File: config.mk
export PLATFORM = sky130hd
export DESIGN_NAME = akl_ram
export DESIGN_NICKNAME = d
export VERILOG_FILES = /design/src/rtl/akl_ram.sv
export SDC_FILE = /design/constraint.sdc
export NUM_CORES = 2
export LEC_CHECK = 0
export BUFFER_PORTS_ARGS = -buffer_cell sky130_fd_sc_hd__buf_2
export CORE_MARGIN = 5
export CORE_UTILIZATION = 62
export DETAILED_ROUTE_END_ITERATION = 8
export GPL_ROUTABILITY_DRIVEN = 0
export GPL_TIMING_DRIVEN = 0
export PLACE_DENSITY = 0.79
export SETUP_SLACK_MARGIN = 0.15
export SYNTH_ARGS = -nofsm -noshare
export SYNTH_HDL_FRONTEND = slang
export SYNTH_SLANG_ARGS = --single-unit
File: constraint.sdc
create_clock -name clk -period 8.7 [get_ports clk]
set_input_delay 1.305 -clock clk [delete_from_list [all_inputs] [get_ports clk]]
set_output_delay 1.305 -clock clk [all_outputs]
set_load 0.05 [all_outputs]
File: src/rtl/akl_ram.sv
// Simple dual-port synchronous RAM, one write and one registered read port.
// Generic; no package dependency.
module akl_ram #(
    parameter int DEPTH = 32,
    parameter int WIDTH = 128,
    parameter int AW    = 5
) (
    input  logic             clk,
    input  logic             rd_en,
    input  logic [AW-1:0]    rd_addr,
    output logic [WIDTH-1:0] rd_data,
    input  logic             we,
    input  logic [AW-1:0]    wr_addr,
    input  logic [WIDTH-1:0] wr_data
);

    logic [WIDTH-1:0] mem [DEPTH];

    always_ff @(posedge clk)
    begin
        if (we)
        begin
            mem[wr_addr] <= wr_data;
        end
    end

    always_ff @(posedge clk)
    begin
        if (rd_en)
        begin
            rd_data <= mem[rd_addr];
        end
    end

endmodule

## Word level (Yosys, flattened, before mapping)

Memory sizes are Yosys's and may differ from the RTL's. A register that Yosys moved wholly into a read port is not among the register bits.
Cells that the tools add are included.

- Bits in registers: 0
- Memory bits (writable): 4,096
- Bits of input ports: 141
- Output and inout port bits: 128
- Word-level logic and storage cells: 3
- Memories: 1

- Mux-type cells: 2

Memory list:

| name | depth | bits a word | rd ports | clocked after Yosys merged registers in | wr ports | RTL line | RTL |
|---|---|---|---|---|---|---|---|
| mem | 32 | 128 | 1 | 1 | 1 | 17 | `logic [WIDTH-1:0] mem [DEPTH];` |

Operator list:

| kind | number |
|---|---|
| two-way mux 1 bit | 2 |

## Depth between registers and ports, before layout

- Depth after elaboration: 2
- Gate-level depth with buffers: 9
- Depth with buffers taken out: 4

## Least setup slack after synthesis

Ideal clock, no wire load.

- Kind: input to register
- Start point: in wr_addr[1]
- End point: mem mem[12][0], enable pin
- Setup time: 0.617 ns
- Arrival time: 7.286 ns
- Data required time: 8.083 ns
- Path slack: 0.797 ns
- Stages: 3
- Path buffers: 1
- Cell sequence: or3b_2 -> clkbuf_1 -> nor2_1

RTL lines:

| item | RTL line | RTL |
|---|---|---|
| start, declared | 13 | `input logic [AW-1:0] wr_addr,` |
| end, declared | 17 |  |

No word-level cell before the write port.

==> results summary <==
The clock passes through at most 4 buffers. The worst setup path is launched from an input pin. The area taken by flip-flops and latches came out at 0.127 sq mm.

The data arrival time at the worst-slack endpoint is 5.14 ns. The number of gates resized after cts came out at 0. The count of endpoints failing hold in the final timing report was 0. The analysis attributes to net switching a power of 9.45 mW.

The worst path in the final design needs a cycle of 4.55 ns, including I/O delays and setup. After synthesis, the netlist uses 27 different library cells. The aggregate global routing overflow came out at 0.

The worst relative slew slack is -8.79%. The final clock period utilization by the worst path came out at 52.3%. The starting utilization of the core area came out at 62.3%. The post-layout instance area is 0.180 sq mm. After synthesis, the most frequently instantiated cells are sky130_fd_sc_hd__edfxtp_1 (4224), sky130_fd_sc_hd__mux4_2 (956), sky130_fd_sc_hd__o22ai_1 (444), sky130_fd_sc_hd__mux2i_1 (136), sky130_fd_sc_hd__nor4_1 (111). The tool flagged a number of max-cap violations equal to 1. The number of endpoints failing setup at the final stage is 0. The switching power as a share of total power is 22.3%.

The post-detailed-routing wire length came out at 481000 um. The detailed placement HPWL came out at 265000 um. sky130_fd_sc_hd__edfxtp_1 is the most common cell in the netlist. The number of buffers inserted during clock tree synthesis is 409.

The part of the Yosys area used for sequential elements came out at 81.0%. The instance count of the mapped netlist came out at 6440. Of all nets on the critical path, the largest fanout is 16. The average via count per standard cell came out at 7.61. In this run the worst hold path is classified as input pin to register. On the critical path the largest part of the delay comes from buffers and inverters. Across all register-to-register paths, the minimum setup slack is 5.94 ns. The H-tree depth reported by CTS came out at 5. The total number of vias came out at 84100. The height of the die is 512 um. The global routing usage summed across all routing layers came out at 36.6%.

The sequential cell fraction of total power is 53.8%. The endpoint required time on the critical path came out at 9.29 ns. Power spread over the standard cell area amounts to 236 mW/mm^2. The critical path contains buffers and inverters numbering 3 combined.

The fraction of final layout cells sized beyond drive strength 1 came out at 29.4%. The share of total power in combinational logic is 5.5%. The clock insertion delay at the later pin of the skew report came out at 1.01 ns. For the pin with the worst max-slew slack, the measured transition is 1.63 ns. The leakage dissipation came out at 56.3 nW. The biggest area contributor in the post-synthesis netlist is sky130_fd_sc_hd__edfxtp_1. Yosys printed 0 warnings. For this design, the slowest cell found on the critical path is sky130_fd_sc_hd__nor4_1. In the final routed layout, each cell accounts on average for 43.6 um. The internal power of the cells totals 32.9 mW. The fraction of synthesis flops using an asynchronous set or reset pin came out at 0%. From synthesis to final layout, the design area changed by 14.7%. The cell area after placement is 0.167 sq mm. The tree is rooted in a sky130_fd_sc_hd__clkbuf_16.

The I/O pin count is 269. The number of DRC violations after detailed routing came out at 0. The die width is 512 um. The sort of element at the end of the critical path is a register. The register bit count reported by yosys is 4224. The row count is 184. Traced cell by cell, the critical path runs through buf_4, buf_2, clkbuf_1, mux4_2, o22ai_1, nor4_1. The highest cell delay on the worst timing path came out at 1.13 ns. The number of setup buffers added after CTS came out at 0.

In this run the standard cell core region covers 0.251 sq mm. The fmax came out at 220 MHz. The number of detailed-route iterations in the first pass came out at 7. The synthesized cell area came out at 0.157 sq mm.

The overall die area came out at 0.263 sq mm. The number of filler instances in the final layout is 12900. The checks that failed: max-capacitance violations, max-slew violations. The worst-case IR drop observed on VDD is 0.196 mV. The final worst clock skew is 0.0590 ns. The count of input and output buffers is 265. The combined area of the multi-input logic cells is 0.0280 sq mm. The number of pins exceeding their max-slew limit in the final report came out at 11. For this design, the sink count on the clock tree is 4224. The final worst slack came out at 4.15 ns. The average instance area after synthesis came out at 24.3 sq um. The CTS tree is yes. After clock tree synthesis, the flow added hold-fix buffers numbering 0.

The remaining antenna violation count after routing is 0. The via count of the first global-routing pass is 84600. The share of the synthesized area in the top cell type came out at 81.0%. The global-route wire length before repair came out at 665000 um. The largest net degree at the start of global routing is 71. The count of flip-flops with a built-in enable after synthesis is 4224.

The post-CTS clock slew at the launch and capture registers of the worst setup and hold paths came out at 0.06 ns. The final layout net count came out at 7468. For this block, the initial DRC count from the detailed router was 17000. The net count after synthesis came out at 6581. The clock share of power is 40.7%. The flow ran to the end, but the final reports show violations. The initial antenna violation count came to 56. The critical path is of the input pin to register type. In the final timing run, aggregate negative setup slack is 0 ns.

The worst setup slack before clock tree synthesis is 2.91 ns. Among all flip-flop cells after synthesis, the most frequent one is sky130_fd_sc_hd__edfxtp_1. Setup repair after global routing left no endpoint under its margin. In the post-synthesis netlist, the biggest area contributors are sky130_fd_sc_hd__edfxtp_1 (81%), sky130_fd_sc_hd__mux4_2 (14%), sky130_fd_sc_hd__o22ai_1 (1.8%).
## area by class of cell
cell class              count  share of cell area (%)
diodes                     63                  0.0878
plain buffers             352                    1.10
clock buffers             494                    5.96
clock inverters           229                   0.999
multi-input cells        1864                    15.6
flip-flops and latches   4224                    70.7
well taps                3348                    2.33
repair buffers            476                    3.27
## metrics by stage
step           utilization, %  power (mW)  std cells  hold slack, ns
2_1_floorplan               -        24.4       6440           0.724
3_3_place_gp             64.5        25.3      10100           0.778
3_5_place_dp             66.4        25.4      10300           0.778
4_1_cts                  71.3        42.3      11000           0.730
5_1_grt                  71.4        43.4      11000           0.755
6_report                 71.4        42.4      11100           0.759
## cells by family after synthesis
group	synth area share (%)
AO/OA/AOI/OAI	2.26
buffers and inverters	1.25
flip-flops	81.0
multiplexers	14.6
AND/OR/NAND/NOR	0.825
## layout by cell type, fill, tap and decap left out, types with 3 or more instances in the layout
| master | count |
|---|---|
| sky130_fd_sc_hd__clkinv_8 | 3 |
| sky130_fd_sc_hd__nor2_1 | 3 |
| sky130_fd_sc_hd__nor2_4 | 32 |
| sky130_fd_sc_hd__buf_16 | 44 |
| sky130_fd_sc_hd__nor4_2 | 5 |
| sky130_fd_sc_hd__nand2_1 | 4 |
| sky130_fd_sc_hd__clkinvlp_4 | 14 |
| sky130_fd_sc_hd__clkbuf_4 | 9 |
| sky130_fd_sc_hd__inv_6 | 6 |
| sky130_fd_sc_hd__mux2i_1 | 136 |
| sky130_fd_sc_hd__buf_6 | 30 |
| sky130_fd_sc_hd__nor2b_1 | 3 |
| sky130_fd_sc_hd__clkbuf_16 | 416 |
| sky130_fd_sc_hd__buf_12 | 165 |
| sky130_fd_sc_hd__clkbuf_1 | 170 |
| sky130_fd_sc_hd__bufinv_16 | 26 |
| sky130_fd_sc_hd__buf_1 | 44 |
| sky130_fd_sc_hd__or3b_2 | 4 |
| sky130_fd_sc_hd__buf_2 | 358 |
| sky130_fd_sc_hd__buf_4 | 69 |
| sky130_fd_sc_hd__diode_2 | 63 |
| sky130_fd_sc_hd__o22ai_1 | 444 |
| sky130_fd_sc_hd__edfxtp_1 | 4224 |
| sky130_fd_sc_hd__nand3_1 | 37 |
| sky130_fd_sc_hd__clkinv_1 | 91 |
| sky130_fd_sc_hd__a22oi_1 | 102 |
| sky130_fd_sc_hd__nand3b_1 | 6 |
| sky130_fd_sc_hd__mux4_2 | 956 |
| sky130_fd_sc_hd__clkinv_2 | 85 |
| sky130_fd_sc_hd__nand4_1 | 17 |
| sky130_fd_sc_hd__clkbuf_2 | 16 |
| sky130_fd_sc_hd__nor4_1 | 106 |
## registers in the layout, indices dropped and copies added, names as in the netlist
register  flops
mem        4096
rd_data     128
## power by group through the flow
stage / combinational, mW / clock (mW) / sequential, mW
floorplan: 0.990 / 0 / 23.4
global placement: 2.04 / 0 / 23.3
detailed placement: 2.18 / 0 / 23.2
CTS: 2.26 / 17.2 / 22.8
global route: 2.37 / 18.2 / 22.8
finish: 2.32 / 17.3 / 22.8
## worst paths after layout
| kind | end | from | cells past startpoint |
|---|---|---|---|
| max | rd_data[6]$_DFFE_PP_ | rd_addr[2] | 6 |
| min | rd_data[104]$_DFFE_PP_ | rd_en | 1 |
| max reg2reg | rd_data[81]$_DFFE_PP_ | mem[18][81]$_DFFE_PP_ | 3 |
| min reg2reg | rd_data[72]$_DFFE_PP_ | mem[30][72]$_DFFE_PP_ | 3 |
## per-layer routing
layer  track usage, %  wire [um]
met1             45.8     142000
met2             56.0     225000
met3             11.6      74900
met4             24.0      38900
met5                0        176
Power figures use the tool's default switching activity.
