### src/rtl/akl_pkg.sv
// Shared types and constants for the address-keyed label table.
// Used by akl_ctrl and address_keyed_label_table; no dependencies.
package akl_pkg;

    localparam int CAPACITY   = 32;
    localparam int TEXT_CHARS = 8;

    localparam int IDX_W  = (CAPACITY > 1) ? $clog2(CAPACITY) : 1;
    localparam int CNT_W  = $clog2(CAPACITY + 1);
    localparam int USED_W = 6;
    localparam int USED_MAX = 63;

    localparam logic [1:0] CMD_LEARN = 2'd0;
    localparam logic [1:0] CMD_FIND  = 2'd1;
    localparam logic [1:0] CMD_AGE   = 2'd2;
    localparam logic [1:0] CMD_CLEAR = 2'd3;

    localparam logic [31:0] FORGET_RESET = 32'd60;

    typedef struct packed {
        logic [1:0]  cmd;
        logic [7:0]  addr_kind;
        logic [23:0] address;
        logic [63:0] label_text;
        logic [31:0] time_now;
    } akl_req_t;

    typedef struct packed {
        logic              found;
        logic [63:0]       found_text;
        logic [USED_W-1:0] entries_used;
    } akl_rsp_t;

    typedef struct packed {
        logic [7:0]  kind;
        logic [23:0] address;
        logic [31:0] heard;
        logic [63:0] label;
    } akl_entry_t;

    typedef struct packed {
        logic             rd_en;
        logic [IDX_W-1:0] rd_addr;
        logic             we;
        logic [IDX_W-1:0] wr_addr;
        akl_entry_t       wr_data;
    } akl_ram_cmd_t;

endpackage

### src/rtl/akl_ctrl.sv
// Sequencer of the label table: scans the entry RAM, keeps valid bits and
// the use count, selects the learn target. Depends on akl_pkg.
module akl_ctrl (
    input  logic                   clk,
    input  logic                   rst_n,
    input  logic                   req_valid,
    output logic                   req_ready,
    input  akl_pkg::akl_req_t      req,
    input  logic [31:0]            forget_seconds,
    output logic                   res_valid,
    output akl_pkg::akl_rsp_t      res,
    input  logic                   res_take,
    output akl_pkg::akl_ram_cmd_t  ram_cmd,
    input  akl_pkg::akl_entry_t    ram_rd_data
);
    import akl_pkg::*;

    typedef enum logic [3:0] {
        S_IDLE  = 4'b0001,
        S_SCAN  = 4'b0010,
        S_WRITE = 4'b0100,
        S_RESP  = 4'b1000
    } akl_state_t;

    akl_state_t          state_reg, state_next;
    logic [CAPACITY-1:0] valid_reg, valid_next;
    logic [CNT_W-1:0]    cnt_reg, cnt_next;
    logic [CNT_W-1:0]    issue_reg, issue_next;
    logic                cmp_vld_reg, cmp_vld_next;
    logic [IDX_W-1:0]    cmp_idx_reg, cmp_idx_next;
    logic                match_hit_reg, match_hit_next;
    logic                free_hit_reg, free_hit_next;
    logic                old_hit_reg, old_hit_next;

    // payload, no reset
    akl_req_t            req_reg, req_next;
    logic [IDX_W-1:0]    match_idx_reg, match_idx_next;
    logic [IDX_W-1:0]    free_idx_reg, free_idx_next;
    logic [IDX_W-1:0]    old_idx_reg, old_idx_next;
    logic [31:0]         old_time_reg, old_time_next;
    logic [63:0]         match_text_reg, match_text_next;

    logic                cur_valid;
    logic                cur_hit;
    logic                cur_keep;
    logic [IDX_W-1:0]    wr_idx;
    logic                is_find;

    function automatic logic [63:0] trim_label(input logic [63:0] text);
        logic [63:0] kept;
        logic        live;
        kept = '0;
        live = 1'b1;
        for (int i = 0; i < 8; i++)
        begin
            if (i >= TEXT_CHARS || text[8*i +: 8] == 8'd0)
            begin
                live = 1'b0;
            end
            if (live)
            begin
                kept[8*i +: 8] = text[8*i +: 8];
            end
        end
        return kept;
    endfunction

    assign req_ready = (state_reg == S_IDLE);
    assign res_valid = (state_reg == S_RESP);
    assign is_find   = (req_reg.cmd == CMD_FIND);

    assign cur_valid = valid_reg[cmp_idx_reg];
    assign cur_hit   = cur_valid && ram_rd_data.kind == req_reg.addr_kind
                       && ram_rd_data.address == req_reg.address;
    // entries heard in the future, or within the window, survive ageing
    assign cur_keep  = (req_reg.time_now < ram_rd_data.heard)
                       || ((req_reg.time_now - ram_rd_data.heard) <= forget_seconds);

    assign wr_idx = match_hit_reg ? match_idx_reg :
                    free_hit_reg  ? free_idx_reg  : old_idx_reg;

    always_comb
    begin
        res.found        = match_hit_reg && is_find;
        res.found_text   = (match_hit_reg && is_find) ? match_text_reg : 64'd0;
        res.entries_used = (32'(cnt_reg) > 32'(USED_MAX)) ? USED_W'(USED_MAX)
                                                           : USED_W'(cnt_reg);
    end

    always_comb
    begin
        state_next      = state_reg;
        valid_next      = valid_reg;
        cnt_next        = cnt_reg;
        issue_next      = issue_reg;
        cmp_vld_next    = 1'b0;
        cmp_idx_next    = cmp_idx_reg;
        match_hit_next  = match_hit_reg;
        free_hit_next   = free_hit_reg;
        old_hit_next    = old_hit_reg;
        req_next        = req_reg;
        match_idx_next  = match_idx_reg;
        free_idx_next   = free_idx_reg;
        old_idx_next    = old_idx_reg;
        old_time_next   = old_time_reg;
        match_text_next = match_text_reg;

        ram_cmd                 = '0;
        ram_cmd.wr_addr         = wr_idx;
        ram_cmd.wr_data.kind    = req_reg.addr_kind;
        ram_cmd.wr_data.address = req_reg.address;
        ram_cmd.wr_data.heard   = req_reg.time_now;
        ram_cmd.wr_data.label   = trim_label(req_reg.label_text);

        case (state_reg)
            S_IDLE:
            begin
                if (req_valid)
                begin
                    req_next       = req;
                    issue_next     = '0;
                    match_hit_next = 1'b0;
                    free_hit_next  = 1'b0;
                    old_hit_next   = 1'b0;
                    if (req.cmd == CMD_CLEAR)
                    begin
                        valid_next = '0;
                        cnt_next   = '0;
                        state_next = S_RESP;
                    end
                    else if (req.cmd == CMD_LEARN && req.label_text[7:0] == 8'd0)
                    begin
                        state_next = S_RESP;
                    end
                    else
                    begin
                        state_next = S_SCAN;
                    end
                end
            end

            S_SCAN:
            begin
                // issue side: one RAM read per cycle
                if (issue_reg != CNT_W'(CAPACITY))
                begin
                    ram_cmd.rd_en   = 1'b1;
                    ram_cmd.rd_addr = issue_reg[IDX_W-1:0];
                    issue_next      = issue_reg + 1'b1;
                    cmp_vld_next    = 1'b1;
                    cmp_idx_next    = issue_reg[IDX_W-1:0];
                end
                // compare side: data of the read issued last cycle
                if (cmp_vld_reg)
                begin
                    if (cur_hit && !match_hit_reg)
                    begin
                        match_hit_next  = 1'b1;
                        match_idx_next  = cmp_idx_reg;
                        match_text_next = ram_rd_data.label;
                    end
                    if (!cur_valid && !free_hit_reg)
                    begin
                        free_hit_next = 1'b1;
                        free_idx_next = cmp_idx_reg;
                    end
                    if (cur_valid && (!old_hit_reg || ram_rd_data.heard < old_time_reg))
                    begin
                        old_hit_next  = 1'b1;
                        old_idx_next  = cmp_idx_reg;
                        old_time_next = ram_rd_data.heard;
                    end
                    if (req_reg.cmd == CMD_AGE && cur_valid && !cur_keep)
                    begin
                        valid_next[cmp_idx_reg] = 1'b0;
                        cnt_next                = cnt_reg - 1'b1;
                    end
                    if (issue_reg == CNT_W'(CAPACITY))
                    begin
                        state_next = (req_reg.cmd == CMD_LEARN) ? S_WRITE : S_RESP;
                    end
                end
            end

            S_WRITE:
            begin
                ram_cmd.we         = 1'b1;
                valid_next[wr_idx] = 1'b1;
                if (!valid_reg[wr_idx])
                begin
                    cnt_next = cnt_reg + 1'b1;
                end
                state_next = S_RESP;
            end

            S_RESP:
            begin
                if (res_take)
                begin
                    state_next = S_IDLE;
                end
            end

            default:
            begin
                state_next = S_IDLE;
            end
        endcase
    end

    always_ff @(posedge clk or negedge rst_n)
    begin
        if (!rst_n)
        begin
            state_reg     <= S_IDLE;
            valid_reg     <= '0;
            cnt_reg       <= '0;
            issue_reg     <= '0;
            cmp_vld_reg   <= 1'b0;
            cmp_idx_reg   <= '0;
            match_hit_reg <= 1'b0;
            free_hit_reg  <= 1'b0;
            old_hit_reg   <= 1'b0;
        end
        else
        begin
            state_reg     <= state_next;
            valid_reg     <= valid_next;
            cnt_reg       <= cnt_next;
            issue_reg     <= issue_next;
            cmp_vld_reg   <= cmp_vld_next;
            cmp_idx_reg   <= cmp_idx_next;
            match_hit_reg <= match_hit_next;
            free_hit_reg  <= free_hit_next;
            old_hit_reg   <= old_hit_next;
        end
    end

    always_ff @(posedge clk)
    begin
        req_reg        <= req_next;
        match_idx_reg  <= match_idx_next;
        free_idx_reg   <= free_idx_next;
        old_idx_reg    <= old_idx_next;
        old_time_reg   <= old_time_next;
        match_text_reg <= match_text_next;
    end

`ifndef ASSERT_OFF
    a_cnt_matches_valid: assert property (@(posedge clk) disable iff (!rst_n)
        32'(cnt_reg) == 32'($countones(valid_reg)))
        else $error("use count out of step with valid bits");

    a_cnt_bounded: assert property (@(posedge clk) disable iff (!rst_n)
        32'(cnt_reg) <= 32'(CAPACITY))
        else $error("use count above capacity");

    a_accept_leaves_idle: assert property (@(posedge clk) disable iff (!rst_n)
        (req_valid && req_ready) |=> (state_reg != S_IDLE))
        else $error("accepted transaction did not start");

    a_write_after_drain: assert property (@(posedge clk) disable iff (!rst_n)
        (state_reg == S_WRITE) |-> !cmp_vld_reg)
        else $error("entry write before scan drained");

    a_take_to_idle: assert property (@(posedge clk) disable iff (!rst_n)
        res_take |=> (state_reg == S_IDLE))
        else $error("result handed over but sequencer not idle");
`endif

endmodule

### config.mk
export PLATFORM = sky130hd
export DESIGN_NAME = akl_ctrl
export DESIGN_NICKNAME = d
export VERILOG_FILES = /design/src/rtl/akl_pkg.sv /design/src/rtl/akl_ctrl.sv
export SDC_FILE = /design/constraint.sdc
export NUM_CORES = 1
export LEC_CHECK = 0
export ABC_AREA = 1
export BUFFER_PORTS_ARGS = -buffer_cell sky130_fd_sc_hd__buf_2
export CAP_MARGIN = 20
export CORE_AREA = 3 3 197 199
export DETAILED_ROUTE_END_ITERATION = 10
export DIE_AREA = 0 0 200 202
export HOLD_SLACK_MARGIN = 0.08
export PLACE_DENSITY = 0.75
export SYNTH_ARGS = -nofsm -noshare
export SYNTH_HDL_FRONTEND = slang
export SYNTH_SLANG_ARGS = --single-unit
### constraint.sdc
create_clock -name clk -period 9.95 [get_ports clk]
set_input_delay 0 -clock clk [delete_from_list [all_inputs] [get_ports clk]]
set_output_delay 0 -clock clk [all_outputs]
set_load 0.02 [all_outputs]
### After elaboration in Yosys (flattened, before gate mapping)

Index checks and enable logic that the tools add are counted.

* add/subtract/negate cells: 4
* magnitude comparators: 7
* equality and inequality tests: 22
* muxes and demuxes: 64
* bitwise logic cells: 3
* reductions and logical operators: 43

Operator list (count)
* 2-to-1 mux 32 bit: 4
* case mux 32 bit (3 select lines): 1
* logical NOT 8 bit: 9
* < comparator 32 bit: 2
* 2-to-1 mux 64 bit: 1
* 2-to-1 mux 8 bit: 8
* 2-to-1 mux 6 bit: 9
* AND 32 bit: 1
* less-or-equal comparator 32 bit: 1
* NOT 32 bit: 1
* OR 32 bit: 1
* subtractor 32 bit: 1
* 2-to-1 mux 4 bit: 7
* == test 24 bit: 1
* 2-to-1 mux 1 bit: 22
* inequality test 2 bit, second input constant: 9
* case mux 6 bit (3 select lines): 1
* case mux 4 bit (4 select lines): 1
* AND reduction 4 bit: 4
* adder 6 x 1 -> 6 bit, second input constant: 2
* < comparator 5 x 6 -> 1 bit, second input constant: 2
* case mux 6 bit (2 select lines): 1
* AND reduction 3 bit: 4
* logical AND 1 bit: 11
* other kinds (24): 39

* register bits: 298
* input bits: 294
* output and inout bits: 213
* logic and storage cells: 162

### Longest topological paths before layout

Gate-level depths: netlist (run 1).

* depth in word-level cells: 10
* mapped depth: 26

### Worst setup path before layout (run 1)

OpenSTA, ideal clock, no wires.

* kind: reg-to-reg
* start: register state_reg[3]
* end: register match_idx_reg[0] (enable)
* setup time: 497 ps
* arrival time: 4408 ps
* data required time: 9453 ps
* path slack: 5044 ps
* stages on the path, launching flop included: 11
* buffers on the path: 1
* period minus slack after synthesis: 4906 ps
* cell sequence: dfrtp_1 nor2_1 inv_2 nor3_4 clkbuf_1 nand3_1 nor2_1 nand3_1 nor2_1 nand2_1 nor2_1

* cells in the longest elaborated chain, start to end: 2

Ends and longest elaborated chain
* start: declaration: RTL line akl_ctrl.sv:25 `akl_state_t state_reg, state_next;`
* start signal: assignment: RTL line akl_ctrl.sv:227 `state_reg <= state_next;`
* == test 4 x 2 -> 1 bit: RTL line akl_ctrl.sv:115 `case (state_reg)`
* AND reduction 3 bit (no source line)
* end signal: assignment: RTL line akl_ctrl.sv:242 `match_idx_reg <= match_idx_next;`
* end: declaration: RTL line akl_ctrl.sv:37 `logic [IDX_W-1:0] match_idx_reg, match_idx_next;`

Every way passes these cells.
A chain may end at the register's enable or synchronous reset.

### Worst setup path in the final report (run 1)

* start: register req_reg, in the netlist ram_cmd[66]
* end: register valid_reg[15]

* cells in the longest elaborated chain, start to end: 7
* elaborated cells on any way between the ends: 8
* classes of those cells: add/sub: 1; order compare: 2; eq/ne: 1; reduce/logical: 4

Ends and longest elaborated chain
* start: declaration: RTL line akl_ctrl.sv:36 `akl_req_t req_reg, req_next;`
* start signal: assignment: RTL line akl_ctrl.sv:241 `req_reg <= req_next;`
* subtractor 32 bit: RTL line akl_ctrl.sv:77 `|| ((req_reg.time_now - ram_rd_data.heard) <= forget_seconds);`
* less-or-equal comparator 32 bit: RTL line akl_ctrl.sv:77
* logical OR 1 bit (*): RTL line akl_ctrl.sv:77
* logical NOT 1 bit (*): RTL line akl_ctrl.sv:173 `if (req_reg.cmd == CMD_AGE && cur_valid && !cur_keep)`
* logical AND 1 bit (*): RTL line akl_ctrl.sv:173
* inequality test 2 bit (no source line) (*)
* AND reduction 5 bit (no source line) (*)
* end signal: assignment: RTL line akl_ctrl.sv:228 `valid_reg <= valid_next;`
* end: declaration: RTL line akl_ctrl.sv:26 `logic [CAPACITY-1:0] valid_reg, valid_next;`

Mark *: on every way between the ends. The rest lies on a longest branch, timed or not.

==> out/results.txt, run 1 <==
outcome -> complete, no violations
CP Launch Type -> flip-flop
Largest register FFs -> 66
#FFs+latches synth -> 298
number of max-cap violations -> 0
Critical Path RT -> 10.42 ns
delay of the slowest cell on the worst path -> 0.64 ns
fin crit share -> 47.0%
Initial Util -> 47.1%
Area Growth Syn to Fin -> 34.7%
Logic pwr share -> 37.3%
clock skew -> 0.0214 ns
first-pass GRT wire length -> 95,900 microns
CTS tree -> yes
synthesized instance count -> 2,028
most used routing layer -> met2
Synth top area share -> 41.1%
Flop pwr share -> 33.7%
Worst-path clk slew -> 0.06 ns
drt first pass iters -> 5
ys flop type -> edfxtp_1
synth warn -> 0
Nets -> 3,101
Row Count -> 71
Die Area -> 0.0404 sq mm
Critical Path Sink -> valid_reg[15]$_DFFE_PN0P_
Worst Hold Class -> in2reg
syn nets -> 2,425
crit-path most repeated cell -> nand2_1
Worst Max-Slew Pin Slew -> 1.11 ns
CTS Buf Count -> 36
Synth area leaders -> edfxtp_1, inv_1, dfrtp_1
leak pwr -> 11.5 nW
P_int -> 2.97 mW
R2R setup slack -> 5.27 ns
crit path max fanout -> 64
Power Density -> 208 mW/mm^2
Final Hold Fails -> 0
placed wire-length estimate -> 43,400 microns
unrepaired setup endpoints after global routing -> no
fill cell count -> 2,853
EDFF count, synth -> 241
Die W -> 200 microns
WS Path Type -> reg2reg
Global Route met2 Usage -> 52.4%
slowest library cell on the worst path -> nand2_4
Worst R2R Path Depth -> 23
biggest area consumer among synthesized cells -> edfxtp_1
CTS max path bufs -> 3
final WL -> 63,700 microns
layout cell share with drive strength beyond 1 -> 23.5%
synthesized area per cell -> 8.69 sq um
Seq/Total Area, Yosys -> 49.1%
Psw -> 1.98 mW
Die Span Y -> 202 microns
maximum VDD drop -> 0.203 mV
Worst-Skew Late Latency -> 0.56 ns
clock power share -> 29.1%
most numerous cell in the Yosys netlist -> inv_1
Post-synth ARST share -> 19.1%
Setup TNS -> 0 ns
Critical Path Sink Type -> flip-flop
RR Endpoint -> valid_reg[15]$_DFFE_PN0P_
Synth cell types -> 50
Net Sw Frac -> 40.0%
# DRC -> 0
drt wl/cell -> 19.6 microns
final hold slack -> 0.108 ns
core box area -> 0.0374 sq mm
H-tree Lvls -> 2
Root Buffer -> clkbuf_16
Vias -> 16,900
fmax -> 214 MHz
max_slew headroom -> 25.9%
Final ANT Viol Nets -> 0
# port buffers -> 506
crit path time final -> 4.68 ns
RD Place Congestion -> 1.01
largest net degree at the start of global routing -> 74
# setup viols final -> 0
Initial DRC Count -> 1,282
Post-Syn Area -> 0.0176 sq mm
vias per cell -> 5.22
I/O pin count -> 507
max-slew violations -> 0
total gr overflow -> 0
critical path cell sequence -> ha_1, a21oi_1, o21ai_1, a21boi_0, inv_1, a21oi_1, o21ai_0, nand2_1, nand2_1, xor2_1, ha_1, nand2_1, nor2_1, nand4_1, nor2_1, nand2_1, nand2_1, a21oi_1, nand3_1, nand2_2, nand2_4, nand2_1, o21ai_2
post-CTS setup buffers -> 0
CTS sink count -> 298
GRT Total Usage -> 30.9%
initial antenna violation count -> 7
synth cell count leaders -> inv_1, nand2_1, nor2_1
vias in the first global route -> 17,300
met3 usage -> 6.48%
CP Launch Point -> ram_cmd[66]$_DFFE_PP_
grt met1 use -> 35.4%
arrival time worst endpoint -> 5.14 ns
worst r2r src -> ram_cmd[66]$_DFFE_PP_
-- layer usage --
| layer | vias up | share of wire [%] |
|---|---|---|
| li1 | 7886 | - |
| met1 | 7852 | 36 |
| met2 | 973 | 48 |
| met3 | 234 | 8.6 |
| met4 | 0 | 7.3 |
| met5 | - | 0 |
-- worst min-delay path by stage --
| stage | endpoint | depth (start not counted) | from | slack, ns |
|---|---|---|---|---|
| after global routing | req_reg[59]$_DFFE_PP_ | 2 | req[59] | 0.15 |
| after detailed placement | ram_cmd[121]$_DFFE_PP_ | 1 | req[121] | 0.18 |
| after CTS | match_hit_reg$_DFFE_PN0P_ | 10 | ram_rd_data[122] | 0.1 |
| after floorplan | cmp_idx_reg[0]$_DFFE_PN0P_ | 0 | rst_n | -0.30 |
| after global placement | match_text_reg[18]$_DFFE_PP_ | 1 | ram_rd_data[18] | 0.18 |
| final | match_hit_reg$_DFFE_PN0P_ | 10 | ram_rd_data[122] | 0.11 |
-- final cells by class --
type | count | area (sq um) | share of cell area, %
antenna | 8 | 20.0 | 0.0843
clock buffer | 42 | 945 | 3.98
clock inverter | 21 | 318 | 1.34
inverter | 385 | 1450 | 6.10
multi-input combinational | 1240 | 6830 | 28.8
sequential | 298 | 8660 | 36.5
tap | 511 | 639 | 2.69
timing repair buffer | 743 | 4880 | 20.6
-- repair_timing --
item | CTS | global route
hold buffers | 229 | 0
setup endpoints to repair | 0 | 0
resized for setup | 0 | 0
endpoints found under the hold margin | 290 | 0
-- metrics by stage --
stage | worst slack, ns | std cells | cell area, sq um | power (mW) | util [%]
after floorplan | 5.04 | 2028 | 17600 | 2.93 | -
after global placement | 5.55 | 2948 | 20200 | 3.38 | 54.0
after detailed placement | 5.35 | 2948 | 20200 | 3.40 | 54.0
after CTS | 5.34 | 3240 | 23700 | 4.91 | 63.5
after global routing | 4.86 | 3247 | 23800 | 5.20 | 63.5
final | 5.27 | 3248 | 23800 | 4.94 | 63.5
-- power by group through the flow --
stage / Sequential, mW / Clock, mW / Combinational [mW]
floorplan: 1.64 / 0 / 1.28
global placement: 1.67 / 0 / 1.71
detailed placement: 1.68 / 0 / 1.73
CTS: 1.66 / 1.45 / 1.81
global route: 1.68 / 1.49 / 2.03
finish: 1.66 / 1.44 / 1.84
-- cell families (layout without fill, tap and decap cells) --
| kind of cell | count (synthesis) | after routing | share of synthesized area [%] |
|---|---|---|---|
| AND/OR/NAND/NOR | 783 | 783 | 18.6 |
| adder cells (fa/ha/maj) | 103 | 103 | 7.40 |
| flip-flops | 298 | 298 | 49.1 |
| buffers and inverters | 490 | 1191 | 12.2 |
| XOR/XNOR | 46 | 46 | 2.29 |
| AO/OA/AOI/OAI | 308 | 308 | 10.4 |
| other | 0 | 8 | 0 |
-- worst max-delay path, delay by kind of cell (launching register included) --
family | cells | cell delay, ns
compound gates | 7 | 1.39
xor+xnor | 1 | 0.14
fa+ha+maj | 2 | 0.67
buf+inv | 1 | 0.10
flops | 1 | 0.39
simple gates | 12 | 1.89
-- cell usage in the layout (no fill, tap or decap), drive strengths merged, types with 42 or more instances in the layout --
cell type and count:
a21oi 118, clkbuf 42, buf 514, nand2 372
inv 387, dlygate4sd3 229, edfxtp 241, o21ai 129
nor2 287, dfrtp 56, ha 101
Power figures use the tool's default switching activity.
==> run 2, diff against run 1 <==
--- a/config.mk
+++ b/config.mk
@@ -5,14 +5,14 @@
 export SDC_FILE = /design/constraint.sdc
 export NUM_CORES = 1
 export LEC_CHECK = 0
-export ABC_AREA = 1
+export ABC_AREA = 0
 export BUFFER_PORTS_ARGS = -buffer_cell sky130_fd_sc_hd__buf_2
 export CAP_MARGIN = 20
 export CORE_AREA = 3 3 197 199
 export DETAILED_ROUTE_END_ITERATION = 10
 export DIE_AREA = 0 0 200 202
 export HOLD_SLACK_MARGIN = 0.08
-export PLACE_DENSITY = 0.75
+export PLACE_DENSITY = 0.71
 export SYNTH_ARGS = -nofsm -noshare
 export SYNTH_HDL_FRONTEND = slang
 export SYNTH_SLANG_ARGS = --single-unit
==> constraint.sdc (replaced) <==
create_clock -name clk -period 4.6 [get_ports clk]
set_input_delay 0 -clock clk [delete_from_list [all_inputs] [get_ports clk]]
set_output_delay 0 -clock clk [all_outputs]
set_load 0.02 [all_outputs]
==> out/results.txt, run 2 <==
outcome -> finished, violations left
failing checks -> negative setup slack
Die Area -> 0.0404 sq mm
Die Span Y -> 202 microns
dpl cells -> 2,350
commonest non-fill, non-tap cells in the layout -> buf_2, edfxtp_1, dlygate4sd3_1, and2_1, inv_1
Row Count -> 71
GRT Total Usage -> 24.8%
CTS sink count -> 298
Synth top area share -> 44.8%
Critical Path RT -> 5.01 ns
Critical Path Sink Type -> flip-flop
multiplexer share of the synthesized area -> 2.89%
drt first pass iters -> 6
crit path time final -> 4.70 ns
Synth cell types -> 75
unrepaired setup endpoints after global routing -> yes
maximum VDD drop -> 0.323 mV
synth warn -> 0
first-pass GRT wire length -> 78,200 microns
slowest library cell on the worst path -> fa_2
fmax -> 213 MHz
Final Hold Fails -> 0
H-tree Lvls -> 2
clock skew -> 0.0217 ns
CTS Buf Count -> 36
Seq/Total Area, Yosys -> 53.7%
RD Place Congestion -> 0.884
ys flop type -> edfxtp_1
Root Buffer -> clkbuf_16
WS Path Type -> reg2reg
most numerous cell in the Yosys netlist -> edfxtp_1
drt wl/cell -> 19.6 microns
Worst Hold Class -> in2async
Post-Syn Area -> 0.0161 sq mm
most common cell after layout, fill and taps aside -> buf_2
layout cell share with drive strength beyond 1 -> 30.3%
Post-Synth Adder-Cell Area -> 8.08%
max-slew violations -> 0
Worst-Skew Late Latency -> 0.54 ns
Synth Area in Compound Gates -> 11.1%
Largest register FFs -> 66
biggest area consumer among synthesized cells -> edfxtp_1
initial antenna violation count -> 3
critical path cell sequence -> inv_1, ha_2, fa_2, nand2b_4, a21oi_4, o211a_4, o211ai_1, buf_4, o211ai_1, nor2b_4, mux2i_1, a221oi_1, ha_1, nand4_1, nor4_4, o41a_1, o311ai_2, o211ai_2, buf_6, buf_4, nand3_1, o2bb2ai_1
placed wire-length estimate -> 35,200 microns
Initial DRC Count -> 855
Worst-path clk slew -> 0.06 ns
Post-Synth Simple-Gate Area -> 13.6%
synthesized instance count -> 1,404
number of max-cap violations -> 0
total gr overflow -> 0
synthesized area per cell -> 11.5 sq um
Power Density -> 426 mW/mm^2
# port buffers -> 506
max_slew headroom -> 24.5%
Vias -> 13,800
largest net degree at the start of global routing -> 138
leak pwr -> 10.1 nW
fin crit share -> 102%
Nets -> 2,512
CTS max path bufs -> 3
Die W -> 200 microns
synth cell count leaders -> edfxtp_1, and2_1, inv_1
# setup viols final -> 36
Synth area leaders -> edfxtp_1, dfrtp_1, ha_1
final WL -> 52,100 microns
CTS tree -> yes
# DRC -> 0
Finished Layout Cells -> 2,655
final hold slack -> 0.152 ns
#FFs+latches synth -> 298
I/O pin count -> 507
vias in the first global route -> 14,500
Initial Util -> 43.2%
EDFF count, synth -> 241
Worst Max-Slew Pin Slew -> 1.13 ns
CP Launch Type -> flip-flop
crit path max fanout -> 8
xor/xnor share of the synthesized area -> 3.47%
Area Growth Syn to Fin -> 40.1%
vias per cell -> 5.22
arrival time worst endpoint -> 5.11 ns
Post-synth ARST share -> 19.1%
core box area -> 0.0374 sq mm
syn nets -> 1,801
fill cell count -> 2,937
Final ANT Viol Nets -> 0
largest family of logic cells by synthesized area -> simple AND/OR/NAND/NOR gates
delay of the slowest cell on the worst path -> 0.41 ns
final worst slack -> -0.104 ns
[run 2: cell types whose count changed after synthesis, moves of 41 or more]
cell     change
and2_1     +127
mux2i_1     +41
nand2_1    -309
inv_1      -260
a21oi_1     -71
nor2_1     -238
[run 2: path summary, 6_finish.rpt]
check / start / to / slack, ns / cells past startpoint
setup / recovery: ram_cmd[64]$_DFFE_PP_ / valid_reg[23]$_DFFE_PN0P_ / -0.10 / 22
hold / removal: rst_n / issue_reg[5]$_DFFE_PN0P_ / 0.15 / 3
setup reg to reg: ram_cmd[64]$_DFFE_PP_ / valid_reg[23]$_DFFE_PN0P_ / -0.10 / 22
hold reg to reg: valid_reg[15]$_DFFE_PN0P_ / valid_reg[15]$_DFFE_PN0P_ / 0.51 / 1
max in group asynchronous: rst_n / valid_reg[7]$_DFFE_PN0P_ / 3.94 / 3
min in group clk: req[91] / req_reg[91]$_DFFE_PP_ / 0.17 / 2
[run 2: per-layer routing]
metal / vias up / GRT usage, % / wire length, microns
met5: - / 0 / 0
met4: 0 / 12.0 / 2370
met3: 161 / 5.13 / 3890
met2: 623 / 43.0 / 25700
met1: 6610 / 29.2 / 20100
li1: 6453 / - / -
[run 2: stage by stage]
step                setup WS (ns)  cell area (sq um)  util [%]  power [mW]  TNS [ns]
floorplan                   0.363              16100         -        5.75         0
global placement          -0.0648              19000      50.7        6.57    -0.753
detailed placement         -0.310              19000      50.7        6.66     -9.31
CTS                        0.0176              22500      60.1        9.60         0
global route               -0.298              22600      60.5        10.1     -9.47
finish                     -0.104              22600      60.5        9.63     -2.10
[run 2: critical path: cells and delay by family (launching register included)]
| kind | cells | cell delay, ns |
|---|---|---|
| multiplexers | 1 | 0.20 |
| adder cells (fa/ha/maj) | 3 | 0.93 |
| AND/OR/NAND/NOR | 5 | 1.00 |
| buffers and inverters | 4 | 0.55 |
| AO/OA/AOI/OAI | 9 | 1.53 |
| flip-flops | 1 | 0.37 |
[run 2: cells by family after synthesis]
kind of cell | after synthesis
AOI/OAI and AO/OA | 259
xor gates and xnor gates | 64
adders and majority gates | 103
buffers and inverters | 231
DFF | 298
muxes | 46
and+or+nand+nor | 403
[run 2: power by group]
| group | switching [mW] | internal (mW) | total [mW] |
|---|---|---|---|
| Combinational | 1.85 | 1.35 | 3.20 |
| Sequential | 0.333 | 3.39 | 3.72 |
| Clock | 1.13 | 1.58 | 2.71 |
[run 2: repair_timing]
item / in CTS / in global routing
endpoints found under the hold margin: 289 / 0
gates resized for setup: 13 / 18
endpoints found under the setup margin: 38 / 38
pin swaps: 9 / 21
setup buffers: 4 / 5
cloned: 0 / 0
hold buffers: 230 / 0
[run 2: layout make-up]
cell class	count	area (sq um)	share of cell area, %
Timing Repair Buffer	783	5230	23.1
Antenna cell	3	7.51	0.0332
Clock buffer	51	1040	4.60
Clock inverter	13	62.6	0.277
Inverter	121	462	2.04
Tap cell	511	639	2.83
Multi-Input combinational cell	875	6500	28.8
Sequential cell	298	8660	38.3
